## config.mk

```make
export PLATFORM = sky130hd
export DESIGN_NAME = tick_task_scheduler_table
export DESIGN_NICKNAME = d
export VERILOG_FILES = /design/src/tts_pkg.sv /design/src/tts_cell.sv /design/src/tick_task_scheduler_table.sv
export SDC_FILE = /design/constraint.sdc
export NUM_CORES = 2
export LEC_CHECK = 0
export ABC_AREA = 1
export BUFFER_PORTS_ARGS = -buffer_cell sky130_fd_sc_hd__buf_2
export CORE_MARGIN = 1.5
export CORE_UTILIZATION = 40
export DETAILED_ROUTE_END_ITERATION = 16
export PLACE_DENSITY = 0.67
export REMOVE_ABC_BUFFERS = 1
export SYNTH_ARGS = -nofsm -noshare
export SYNTH_HDL_FRONTEND = slang
export SYNTH_SLANG_ARGS = --single-unit
```

## constraint.sdc

```tcl
create_clock -name clk_i -period 2.9 [get_ports clk_i]
set_clock_uncertainty 0.15 [all_clocks]
set_input_delay 0.145 -clock clk_i [delete_from_list [all_inputs] [get_ports clk_i]]
set_output_delay 0.145 -clock clk_i [all_outputs]
set_load 0.05 [all_outputs]
```

## src/tts_pkg.sv

```systemverilog
`default_nettype none

package tts_pkg;

  localparam int unsigned TaskSlotsDef = 8;
  localparam logic [3:0]  MaxDue       = 4'd8;
  localparam logic [7:0]  RunsMax      = 8'hFF;

  typedef enum logic [2:0] {
    FUNC_TICK     = 3'd0,
    FUNC_ADD      = 3'd1,
    FUNC_DELETE   = 3'd2,
    FUNC_DISPATCH = 3'd3,
    FUNC_CLEAR    = 3'd4
  } func_e;

  typedef enum logic [1:0] {
    KIND_ADD_OK   = 2'd0,
    KIND_ADD_FULL = 2'd1,
    KIND_DUE      = 2'd2
  } kind_e;

  // operation token walking the slot chain
  typedef struct packed {
    logic        valid;
    func_e       func;
    logic [7:0]  task_id;
    logic [15:0] first_delay;
    logic [15:0] repeat_period;
    logic [2:0]  target_slot;
    logic        found;
    logic [3:0]  due_cnt;
  } tok_t;

  typedef struct packed {
    logic       valid;
    kind_e      kind;
    logic [2:0] slot;
    logic [7:0] task_id;
  } res_t;

endpackage

`default_nettype wire

```

## src/tts_cell.sv

```systemverilog
`default_nettype none

module tts_cell #(
  parameter int unsigned Index = 0
) (
  input  wire logic          clk_i,
  input  wire logic          rst_ni,
  input  wire logic          en_i,
  input  wire tts_pkg::tok_t tok_i,
  output tts_pkg::tok_t      tok_o,
  output tts_pkg::res_t      res_o
);

  localparam bit         InRange = (Index < 8);
  localparam logic [2:0] SlotId  = 3'(Index % 8);

  logic        used_q, used_d;
  logic [7:0]  task_q, task_d;
  logic [15:0] left_q, left_d;
  logic [15:0] period_q, period_d;
  logic [7:0]  runs_q, runs_d;
  tts_pkg::tok_t tok_q, tok_d;
  logic        act;

  assign act = tok_i.valid && en_i;

  always_comb begin
    used_d   = used_q;
    task_d   = task_q;
    left_d   = left_q;
    period_d = period_q;
    runs_d   = runs_q;
    tok_d    = tok_i;
    res_o    = '0;
    case (tok_i.func)
      tts_pkg::FUNC_TICK: begin
        if (used_q) begin
          if (left_q == 16'd0) begin
            if (runs_q != tts_pkg::RunsMax) runs_d = runs_q + 8'd1;
            if (period_q != 16'd0) left_d = period_q - 16'd1;
          end else begin
            left_d = left_q - 16'd1;
          end
        end
      end
      tts_pkg::FUNC_ADD: begin
        if (!tok_i.found && !used_q) begin
          used_d        = 1'b1;
          task_d        = tok_i.task_id;
          left_d        = tok_i.first_delay;
          period_d      = tok_i.repeat_period;
          runs_d        = 8'd0;
          tok_d.found   = 1'b1;
          res_o.valid   = tok_i.valid;
          res_o.kind    = tts_pkg::KIND_ADD_OK;
          res_o.slot    = SlotId;
        end
      end
      tts_pkg::FUNC_DELETE: begin
        if (InRange && tok_i.target_slot == SlotId) begin
          used_d   = 1'b0;
          task_d   = 8'd0;
          left_d   = 16'd0;
          period_d = 16'd0;
          runs_d   = 8'd0;
        end
      end
      tts_pkg::FUNC_DISPATCH: begin
        if (used_q && runs_q != 8'd0 && tok_i.due_cnt < tts_pkg::MaxDue) begin
          res_o.valid   = tok_i.valid;
          res_o.kind    = tts_pkg::KIND_DUE;
          res_o.slot    = SlotId;
          res_o.task_id = task_q;
          tok_d.due_cnt = tok_i.due_cnt + 4'd1;
          runs_d        = runs_q - 8'd1;
          if (period_q == 16'd0) begin
            used_d   = 1'b0;
            task_d   = 8'd0;
            left_d   = 16'd0;
            period_d = 16'd0;
            runs_d   = 8'd0;
          end
        end
      end
      tts_pkg::FUNC_CLEAR: begin
        used_d   = 1'b0;
        task_d   = 8'd0;
        left_d   = 16'd0;
        period_d = 16'd0;
        runs_d   = 8'd0;
      end
      default: ;
    endcase
  end

  always_ff @(posedge clk_i or negedge rst_ni) begin
    if (!rst_ni) begin
      used_q   <= 1'b0;
      task_q   <= 8'd0;
      left_q   <= 16'd0;
      period_q <= 16'd0;
      runs_q   <= 8'd0;
      tok_q    <= '0;
    end else begin
      if (act) begin
        used_q   <= used_d;
        task_q   <= task_d;
        left_q   <= left_d;
        period_q <= period_d;
        runs_q   <= runs_d;
      end
      if (en_i) tok_q <= tok_d;
    end
  end

  assign tok_o = tok_q;

endmodule

`default_nettype wire

```

## src/tick_task_scheduler_table.sv

```systemverilog
// Channel    Dir  Signals                     Contents (low bit up)
// s_axis     in   tvalid tready tdata tuser   tuser: func; tdata: task_id, first_delay,
//                                             repeat_period, target_slot
// m_axis     out  tvalid tready tdata tuser   tuser: kind; tdata: slot, due_task;
//                  tlast                      tlast: last
//
// One operation at a time; it walks the slot cells one per cycle while the
// output is not held, and takes no new transfer until the walk has ended.
// A held output register stalls the whole walk in place.
// Asynchronous reset empties every slot; no clearing pass is needed.
`default_nettype none

module tick_task_scheduler_table #(
  parameter int unsigned TASK_SLOTS = tts_pkg::TaskSlotsDef
) (
  input  wire logic        clk_i,
  input  wire logic        rst_ni,
  input  wire logic        s_axis_tvalid,
  output logic             s_axis_tready,
  input  wire logic [47:0] s_axis_tdata,  // task_id, first_delay, repeat_period, target_slot
  input  wire logic [2:0]  s_axis_tuser,  // func
  output logic             m_axis_tvalid,
  input  wire logic        m_axis_tready,
  output logic [15:0]      m_axis_tdata,  // slot, due_task
  output logic [1:0]       m_axis_tuser,  // kind
  output logic             m_axis_tlast
);

  tts_pkg::tok_t tok [TASK_SLOTS+1];
  tts_pkg::res_t res [TASK_SLOTS];
  tts_pkg::res_t res_sel;
  tts_pkg::res_t pend_q, pend_d;
  tts_pkg::res_t out_d;
  logic          out_last_d, out_load;
  logic          busy_q, busy_d;
  logic          en;
  logic          m_valid_q;
  tts_pkg::kind_e m_kind_q;
  logic [2:0]    m_slot_q;
  logic [7:0]    m_task_q;
  logic          m_last_q;

  assign en            = !m_valid_q || m_axis_tready;
  assign s_axis_tready = !busy_q && en;

  always_comb begin
    tok[0]               = '0;
    tok[0].valid         = s_axis_tvalid && s_axis_tready;
    tok[0].func          = tts_pkg::func_e'(s_axis_tuser);
    tok[0].task_id       = s_axis_tdata[7:0];
    tok[0].first_delay   = s_axis_tdata[23:8];
    tok[0].repeat_period = s_axis_tdata[39:24];
    tok[0].target_slot   = s_axis_tdata[42:40];
  end

  for (genvar i = 0; i < TASK_SLOTS; i++) begin : g_cell
    tts_cell #(
      .Index(i)
    ) u_cell (
      .clk_i (clk_i),
      .rst_ni(rst_ni),
      .en_i  (en),
      .tok_i (tok[i]),
      .tok_o (tok[i+1]),
      .res_o (res[i])
    );
  end

  always_comb begin
    res_sel = '0;
    for (int unsigned i = 0; i < TASK_SLOTS; i++) begin
      if (res[i].valid) res_sel = res[i];
    end
  end

  // one result held back so the final one can carry tlast
  always_comb begin
    pend_d     = pend_q;
    busy_d     = busy_q;
    out_d      = pend_q;
    out_last_d = 1'b0;
    out_load   = 1'b0;
    if (s_axis_tvalid && s_axis_tready) busy_d = 1'b1;
    if (en) begin
      if (res_sel.valid) begin
        out_load = pend_q.valid;
        pend_d   = res_sel;
      end else if (tok[TASK_SLOTS].valid) begin
        busy_d     = 1'b0;
        out_last_d = 1'b1;
        if (pend_q.valid) begin
          out_load     = 1'b1;
          pend_d.valid = 1'b0;
        end else if (tok[TASK_SLOTS].func == tts_pkg::FUNC_ADD &&
                     !tok[TASK_SLOTS].found) begin
          out_load      = 1'b1;
          out_d         = '0;
          out_d.kind    = tts_pkg::KIND_ADD_FULL;
        end
      end
    end
  end

  always_ff @(posedge clk_i or negedge rst_ni) begin
    if (!rst_ni) begin
      busy_q    <= 1'b0;
      pend_q    <= '0;
      m_valid_q <= 1'b0;
    end else begin
      busy_q <= busy_d;
      pend_q <= pend_d;
      if (en) m_valid_q <= out_load;
    end
  end

  always_ff @(posedge clk_i) begin
    if (en && out_load) begin
      m_kind_q <= out_d.kind;
      m_slot_q <= out_d.slot;
      m_task_q <= out_d.task_id;
      m_last_q <= out_last_d;
    end
  end

  assign m_axis_tvalid = m_valid_q;
  assign m_axis_tdata  = {5'd0, m_task_q, m_slot_q};
  assign m_axis_tuser  = m_kind_q;
  assign m_axis_tlast  = m_last_q;

endmodule

`default_nettype wire

```

Yosys cells after proc, flatten, opt, wreduce, memory -nomap -nowiden. Index checks and enable logic that the tools add are counted. Widths: inputs -> output; s select.

Add/subtract/negate cells: 38. Reductions and logical operators: 138. Equality and inequality tests: 112. Order comparisons: 7. Bitwise gates (word level): 1. Muxes and demuxes: 302.

Operators with widths (number): $mux 16 (64); $mux 8 (88); $pmux 16 s5 (8); $pmux 16 s4 (8); $pmux 8 s5 (8); $logic_not 16->1 (16); $pmux 8 s4 (8); $sub 16x1->16 const B (16); $mux 14 (16); $reduce_and 8->1 (16); $reduce_bool 16->1 (8); $ne 2x1->1 const B (55); $pmux 6 s2 (8); $mux 13 (5); $add 8x1->8 const B (8); $ne 8x8->1 const B (8); $reduce_bool 8->1 (8); $sub 8x1->8 const B (8); $mux 1 (60); $eq 3x2->1 const B (18); $mux 4 (13); $mux 6 (8); $reduce_and 6->1 (8); $reduce_bool 5->1 (8); other kinds (17) (127).

Input bits: 55. Logic and storage cells: 707. Output and inout bits: 21. Flip-flop bits (word level): 791.

Logic depth before layout (Yosys ltp).
Depth in word-level cells: 17. Gate-level depth with buffers: 22. Depth with buffers taken out: 22.

By module. Synthesis repeated with hierarchy kept, for this count alone.

Cell total of the unflattened synthesis: 6034. Area total of the unflattened synthesis: 45688.8 µm².

By module, submodules not included: tts_cell (g_cell[1].u_cell ...) (area each 5373.9 µm², times used 3, seq. area each 2527.4 µm², cells an instance 700); tts_cell (g_cell[0].u_cell) (area each 5595.4 µm², times used 1, seq. area each 2527.4 µm², cells an instance 702); tts_cell (g_cell[7].u_cell) (area each 5489.0 µm², times used 1, seq. area each 2527.4 µm², cells an instance 718); tts_cell (g_cell[6].u_cell) (area each 5432.7 µm², times used 1, seq. area each 2527.4 µm², cells an instance 721); tts_cell (g_cell[5].u_cell) (area each 5401.4 µm², times used 1, seq. area each 2527.4 µm², cells an instance 717); tts_cell (g_cell[3].u_cell) (area each 5366.4 µm², times used 1, seq. area each 2527.4 µm², cells an instance 701); tick_task_scheduler_table (area each 2282.2 µm², times used 1, seq. area each 820.8 µm², cells an instance 375).

Worst setup path after synthesis. Ideal clock, no wire load.

Path kind: register to register. Start point: reg g_cell[4].u_cell.runs_q[0]. End point: reg m_last_q, in the netlist m_axis_tlast (enable). Path buffers: 0. Arrival time: 2.356 ns. Clock period less this slack: 2.890 ns. Setup time: 0.384 ns. Data required time: 2.366 ns. Path slack: 0.010 ns. Stages on the path, launching flop included: 15. Cell sequence: dfrtp_1 inv_1 ha_1 nand3_2 nor3_2 nor2_1 nand2_2 nor2_4 o21ai_4 nand2_4 nor2_4 nand2_4 nor2_4 o21ai_0 nor2_1.

Longest elaborated chain between the ends: 12.

Ends and longest elaborated chain: start: declaration (line tts_cell.sv:21) `logic [7:0] runs_q, runs_d;`; start signal: assignment (line tts_cell.sv:110) `runs_q <= runs_d;`; $reduce_bool 8->1 (line tts_cell.sv:69) `if (used_q && runs_q != 8'd0 && tok_i.due_cnt < tts_pkg::MaxDue) begin`; $logic_and 1x1->1 (2 in a row) (line tts_cell.sv:69); $mux 14 (line tts_cell.sv:69); $pmux 6 s2 (line tts_cell.sv:35) `case (tok_i.func)`; $mux 14 (4 in a row) (line tick_task_scheduler_table.sv:72) `if (res[i].valid) res_sel = res[i];`; $mux 1 (line tick_task_scheduler_table.sv:85) `if (res_sel.valid) begin`; $mux 1 (line tick_task_scheduler_table.sv:84) `if (en) begin`; net out_load (line tick_task_scheduler_table.sv:34) `logic out_last_d, out_load;`; $logic_and 1x1->1 (line tick_task_scheduler_table.sv:117) `if (en && out_load) begin`; end signal: assignment (line tick_task_scheduler_table.sv:121) `m_last_q <= out_last_d;`; end: declaration (line tick_task_scheduler_table.sv:41) `logic m_last_q;`.

The timed path passes the listed nets, and every way through them passes these cells. A chain may end at the register's enable or synchronous reset.

Worst setup path in the final report.
Start point: in s_axis_tuser[2]. End point: reg m_kind_q[1], in the netlist m_axis_tuser[1] (enable).

Longest elaborated chain between the ends: 13. Elaborated cells on any way between the ends: 14. Classes of those cells: 2 x eq/ne; 11 x mux; 1 x reduce/logical.

Ends and longest elaborated chain: start: declaration (line tick_task_scheduler_table.sv:21) `input wire logic [2:0] s_axis_tuser,`; $eq 3x2->1 / $eq 3x1->1 (equally long branches) (line tts_cell.sv:35); $pmux 6 s2 (*) (line tts_cell.sv:35); $mux 14 (*) (8 in a row) (line tick_task_scheduler_table.sv:72); $mux 1 (*) (line tick_task_scheduler_table.sv:85); $mux 1 (*) (line tick_task_scheduler_table.sv:84); net out_load (line tick_task_scheduler_table.sv:34); $logic_and 1x1->1 (*) (line tick_task_scheduler_table.sv:117); end signal: assignment (line tick_task_scheduler_table.sv:118) `m_kind_q <= out_d.kind;`; end: declaration (line tick_task_scheduler_table.sv:38) `tts_pkg::kind_e m_kind_q;`.

Mark *: on every way through the listed nets, which the timed path passes. The rest lies on a longest branch.

==> impl_metrics.prom <==
# TYPE chip_impl_metric gauge
chip_impl_metric{name="setup_viol_count_final",unit=""} 0
chip_impl_metric{name="worstHoldPathCells",unit=""} 4
chip_impl_metric{name="dr.first_iter.drc_count",unit=""} 2530
chip_impl_metric{name="seq_area_frac_synth",unit=""} 0.507
chip_impl_metric{name="antenna_cells",unit=""} 0
chip_impl_metric{name="clkLatencyLatePin",unit="ps"} 640
chip_impl_metric{name="place_worst_setup_slack",unit="ps"} 119
chip_impl_info{name="cp_top_family",value="buffers and inverters"} 1
chip_impl_info{name="outcome",value="finished clean"} 1
chip_impl_metric{name="post_synth_mux_area_share",unit=""} 0
chip_impl_metric{name="yosys.area_share.xor_xnor",unit=""} 0.0170
chip_impl_info{name="crit_path_end_kind",value="register"} 1
chip_impl_metric{name="drt_wl_total",unit="mm"} 103
chip_impl_metric{name="synth.cell_area",unit="um2"} 38700
chip_impl_metric{name="crit_path_max_fanout",unit=""} 14
chip_impl_metric{name="maxCapViolCount",unit=""} 0
chip_impl_metric{name="design.portCount",unit=""} 76
chip_impl_metric{name="timing.slew.headroom",unit=""} 0.329
chip_impl_metric{name="dieHeight",unit="um"} 314
chip_impl_metric{name="ys_async_sr_fraction",unit=""} 0.982
chip_impl_metric{name="yosys.area_share.adder",unit=""} 0.0120
chip_impl_info{name="critical-path-slowest-cell",value="sky130_fd_sc_hd__dlygate4sd3_1"} 1
chip_impl_info{name="synth_top_family_by_area",value="compound AO/OA/AOI/OAI gates"} 1
chip_impl_metric{name="routabilityCongestion",unit=""} 0.915
chip_impl_metric{name="core",unit="um2"} 95400
chip_impl_metric{name="setup_tns",unit="ps"} 0
chip_impl_metric{name="dpl.hpwl",unit="mm"} 74.9
chip_impl_metric{name="crit_required",unit="ps"} 3090
chip_impl_metric{name="floorplan.die.width",unit="um"} 314
chip_impl_metric{name="r2r_slack",unit="ps"} 200
chip_impl_metric{name="synth_enable_flop_cells",unit=""} 14
chip_impl_metric{name="synth-simple-area-share",unit=""} 0.178
chip_impl_metric{name="p_leak",unit="nW"} 21.0
chip_impl_metric{name="ant_nets",unit=""} 0
chip_impl_metric{name="count_of_cells_along_the_worst_register_to_register_path",unit=""} 13
chip_impl_info{name="rsz_0062_raised_after_global_routing",value="no"} 1
chip_impl_info{name="timing.critical_path.from_type",value="input port"} 1
chip_impl_metric{name="grt_first_pass_wirelength",unit="mm"} 168
chip_impl_metric{name="clock-sinks",unit=""} 781
chip_impl_metric{name="tightest_slew",unit="ps"} 1010
chip_impl_metric{name="num-fill-cells",unit=""} 9256
chip_impl_metric{name="slew_violations",unit=""} 0
chip_impl_info{name="clock_tree.root_cell",value="sky130_fd_sc_hd__clkbuf_16"} 1
chip_impl_metric{name="detailroute.via_count",unit=""} 32600
chip_impl_metric{name="grt_antenna_before_repair",unit=""} 0
chip_impl_metric{name="period_minus_slack",unit="ps"} 2720
chip_impl_metric{name="setup_ws_final",unit="ps"} 179
chip_impl_metric{name="final_hold_viol_count",unit=""} 0
chip_impl_metric{name="fmax",unit="GHz"} 0.368
chip_impl_metric{name="ys_warn_count",unit=""} 0
chip_impl_metric{name="numPlacedInstances",unit=""} 6059
chip_impl_metric{name="max-clock-path-buffers",unit=""} 3
chip_impl_info{name="prevailing_post_synth_register_cell",value="sky130_fd_sc_hd__dfrtp_1"} 1
chip_impl_metric{name="critical_path_buf_inv_count",unit=""} 5
chip_impl_metric{name="cts.reportedPaths.clkPinSlew",unit="ps"} 60
chip_impl_metric{name="first_global_vias",unit=""} 31600
chip_impl_metric{name="pwr_density_cell",unit="nW/um2"} 1100
chip_impl_metric{name="syn_inst",unit=""} 4782
chip_impl_metric{name="route.detailed.drc",unit=""} 0
chip_impl_metric{name="cts-buffers-inserted",unit=""} 81
chip_impl_metric{name="fp-row-count",unit=""} 113
chip_impl_metric{name="wl_per_cell",unit="um"} 16.5
chip_impl_metric{name="synthDistinctLibCells",unit=""} 68
chip_impl_metric{name="maximum_number_of_pins_on_one_net_before_global_route_repair",unit=""} 191
chip_impl_metric{name="grt_util_all_layers",unit=""} 0.209
chip_impl_info{name="cp_cell_sequence",value="dlygate4sd3_1 -> buf_2 -> inv_1 -> nand2_1 -> dlygate4sd3_1 -> nor2_2 -> nand2_1 -> nor2_1 -> a21oi_1 -> nand3_2 -> nor2_4 -> nand2_1 -> o21ai_0 -> nor2_1 -> buf_6"} 1
chip_impl_metric{name="synth_compound_gate_area_share",unit=""} 0.184
chip_impl_metric{name="final_net_count",unit=""} 5022
chip_impl_metric{name="critPathMaxStageDelay",unit="ps"} 580
chip_impl_metric{name="ys_seq_elements",unit=""} 781
chip_impl_info{name="worst_hold_startpoint",value="s_axis_tdata[40]"} 1
chip_impl_metric{name="final_global_route_overflow_total",unit=""} 0
chip_impl_metric{name="route.detailed.vias_per_inst",unit=""} 5.21
chip_impl_info{name="rr_startpoint",value="g_cell[5].u_cell.runs_q[0]"} 1
chip_impl_info{name="crit_top_cell",value="sky130_fd_sc_hd__nand2_1"} 1
chip_impl_metric{name="initial_utilization",unit=""} 0.406
chip_impl_metric{name="final.period_utilization",unit=""} 0.938
chip_impl_metric{name="critPathArrivalTime",unit="ps"} 2910
chip_impl_info{name="worst-setup-path-type",value="in -> reg"} 1
chip_impl_metric{name="floorplan.die_area",unit="um2"} 98600
chip_impl_info{name="min_delay_worst_endpoint",value="g_cell[0].u_cell.tok_o[5]"} 1
chip_impl_metric{name="cts-htree-levels",unit=""} 3
chip_impl_metric{name="area.growth.synth_to_final",unit="%"} 14.6
chip_impl_metric{name="peakVddDrop",unit="uV"} 455
chip_impl_info{name="tritoncts",value="built"} 1
chip_impl_metric{name="detailedRoute.firstPassIterationCount",unit=""} 8
chip_impl_info{name="hp-class",value="in -> reg"} 1
chip_impl_metric{name="layout-drive-gt1-share",unit=""} 0.0893
chip_impl_metric{name="layout_cells_excl_fill",unit=""} 6259
chip_impl_metric{name="port_buffers",unit=""} 65
chip_impl_info{name="rr_endpoint",value="m_axis_tuser[1]"} 1
chip_impl_metric{name="synthesis.area_per_instance",unit="um2"} 8.09
-- state kept, by name (all words and copies together), names as in the netlist, 8 cells and up --
signal                  flops
pend_q                     13
g_cell.u_cell.used_q        8
m_task_q                    8
g_cell.u_cell.runs_q       64
g_cell.u_cell.period_q    128
g_cell.u_cell.left_q      128
g_cell.u_cell.task_q       64
g_cell.u_cell.tok_o       360
-- stage by stage --
stage	cell area (um2)	hold WS, ps	utilization	total power, mW
finish	44300	156	0.465	48.9
global route	44300	157	0.465	52.5
CTS	44300	122	0.464	49.0
detailed placement	41000	-7.21	0.430	37.8
global placement	41000	3.00	0.430	37.3
floorplan	37900	-301	-	28.8
-- cells in the mapped netlist, drive strengths merged (3+ instances only) --
master  number  area (um2)
a211oi       6        45.0
a21boi       3        22.5
a21oi      227        1150
a22oi       98         736
a311oi       3        32.5
a31oi       12        90.1
buf         66         383
clkbuf     118         445
clkinv       6        30.0
dfrtp      767       19200
edfxtp      14         420
ha          37         463
inv        821        3080
nand2      920        3520
nand3      137         718
nand3b       4        30.0
nand4       68         425
nor2       365        1450
nor3        64         433
nor4        32         200
o211ai      15         113
o21ai      684        3450
o21bai       9        67.6
o22ai      170        1060
o31ai        4        30.0
o32ai       24         210
or2         15        93.8
xnor2       21         184
xor2        54         473
-- cell usage in the layout, fill, tap and decap left out, types with 18 or more instances in the layout --
master and instances:
sky130_fd_sc_hd__xnor2_1 21, sky130_fd_sc_hd__clkinv_2 22, sky130_fd_sc_hd__o32ai_1 24, sky130_fd_sc_hd__o22ai_1 170, sky130_fd_sc_hd__inv_2 27, sky130_fd_sc_hd__o21ai_0 664, sky130_fd_sc_hd__inv_1 792, sky130_fd_sc_hd__ha_1 37
sky130_fd_sc_hd__nand3_1 132, sky130_fd_sc_hd__buf_4 110, sky130_fd_sc_hd__a21oi_1 224, sky130_fd_sc_hd__buf_12 18, sky130_fd_sc_hd__xor2_1 54, sky130_fd_sc_hd__dlygate4sd3_1 50, sky130_fd_sc_hd__nor4_1 31, sky130_fd_sc_hd__dfrtp_1 767
sky130_fd_sc_hd__a22oi_1 98, sky130_fd_sc_hd__buf_2 64, sky130_fd_sc_hd__nand2_1 898, sky130_fd_sc_hd__nand2_2 18, sky130_fd_sc_hd__clkbuf_16 84, sky130_fd_sc_hd__nor2_1 344, sky130_fd_sc_hd__nor3_1 49, sky130_fd_sc_hd__nand4_1 68
-- power breakdown --
group          total, mW  switching (mW)  internal [mW]
sequential          18.9            3.03           15.8
combinational       19.1            12.8           6.33
clock               10.9            4.45           6.46
total               48.9            20.3           28.6
-- worst reg2reg max path, stage by stage (launching register included) --
cell	delay, ps
sky130_fd_sc_hd__dfrtp_1	390
sky130_fd_sc_hd__inv_1	200
sky130_fd_sc_hd__ha_1	190
sky130_fd_sc_hd__nand3_1	90
sky130_fd_sc_hd__o21ai_2	190
sky130_fd_sc_hd__nor2_2	100
sky130_fd_sc_hd__o21ai_4	190
sky130_fd_sc_hd__nand2_4	100
sky130_fd_sc_hd__nor2_4	120
sky130_fd_sc_hd__nand2_4	90
sky130_fd_sc_hd__nor2_4	150
sky130_fd_sc_hd__o21ai_0	120
sky130_fd_sc_hd__nor2_1	140
sky130_fd_sc_hd__buf_6	190
-- cell families after synthesis --
group / after synthesis
flip-flops: 781
XOR/XNOR: 75
AND/OR/NAND/NOR: 1608
other: 1
AO/OA/AOI/OAI: 1269
buffers and inverters: 1011
adder cells (fa/ha/maj): 37
-- repair_timing --
item | CTS | global route
setup buffers | 0 | 2
endpoints found under the setup margin | 0 | 30
hold endpoints to repair | 852 | 0
hold buffers | 51 | 0
resized for setup | 0 | 8
-- routing by layer --
layer / wire length, um / part of all wire / vias to the layer above / GRT usage
met3: 4600 / 0.045 / 232 / 0.0232
met2: 48400 / 0.47 / 868 / 0.341
met1: 46100 / 0.45 / 15500 / 0.284
met4: 4130 / 0.040 / 0 / 0.0832
li1: - / - / 16000 / -
met5: 0 / 0 / - / 0
-- how the worst max path moves through the flow --
stage	start	end	slack, ps	cells after the start
after CTS	g_cell[3].u_cell.runs_q[1]	m_task_q[0]	90	13
final	s_axis_tuser[2]	m_axis_tuser[1]	180	15
after global placement	g_cell[3].u_cell.runs_q[1]	m_task_q[0]	190	13
after global routing	g_cell[1].u_cell.runs_q[0]	g_cell[1].u_cell.task_q[7]	10	12
after floorplan	m_axis_tvalid	g_cell[2].u_cell.tok_o[1]	-25490	5
after detailed placement	g_cell[3].u_cell.runs_q[1]	m_task_q[5]	120	13
-- final cells by class --
| type | instances | area (um2) | area share |
|---|---|---|---|
| clock buffer | 110 | 2300 | 0.0519 |
| clock inverter | 37 | 469 | 0.0106 |
| inverter | 827 | 3120 | 0.0703 |
| multi-input combinational | 2994 | 15200 | 0.343 |
| sequential | 781 | 19600 | 0.442 |
| tap | 1265 | 1580 | 0.0357 |
| timing repair buffer | 245 | 2060 | 0.0465 |
Note: power is estimated with default switching activity, not from simulation.
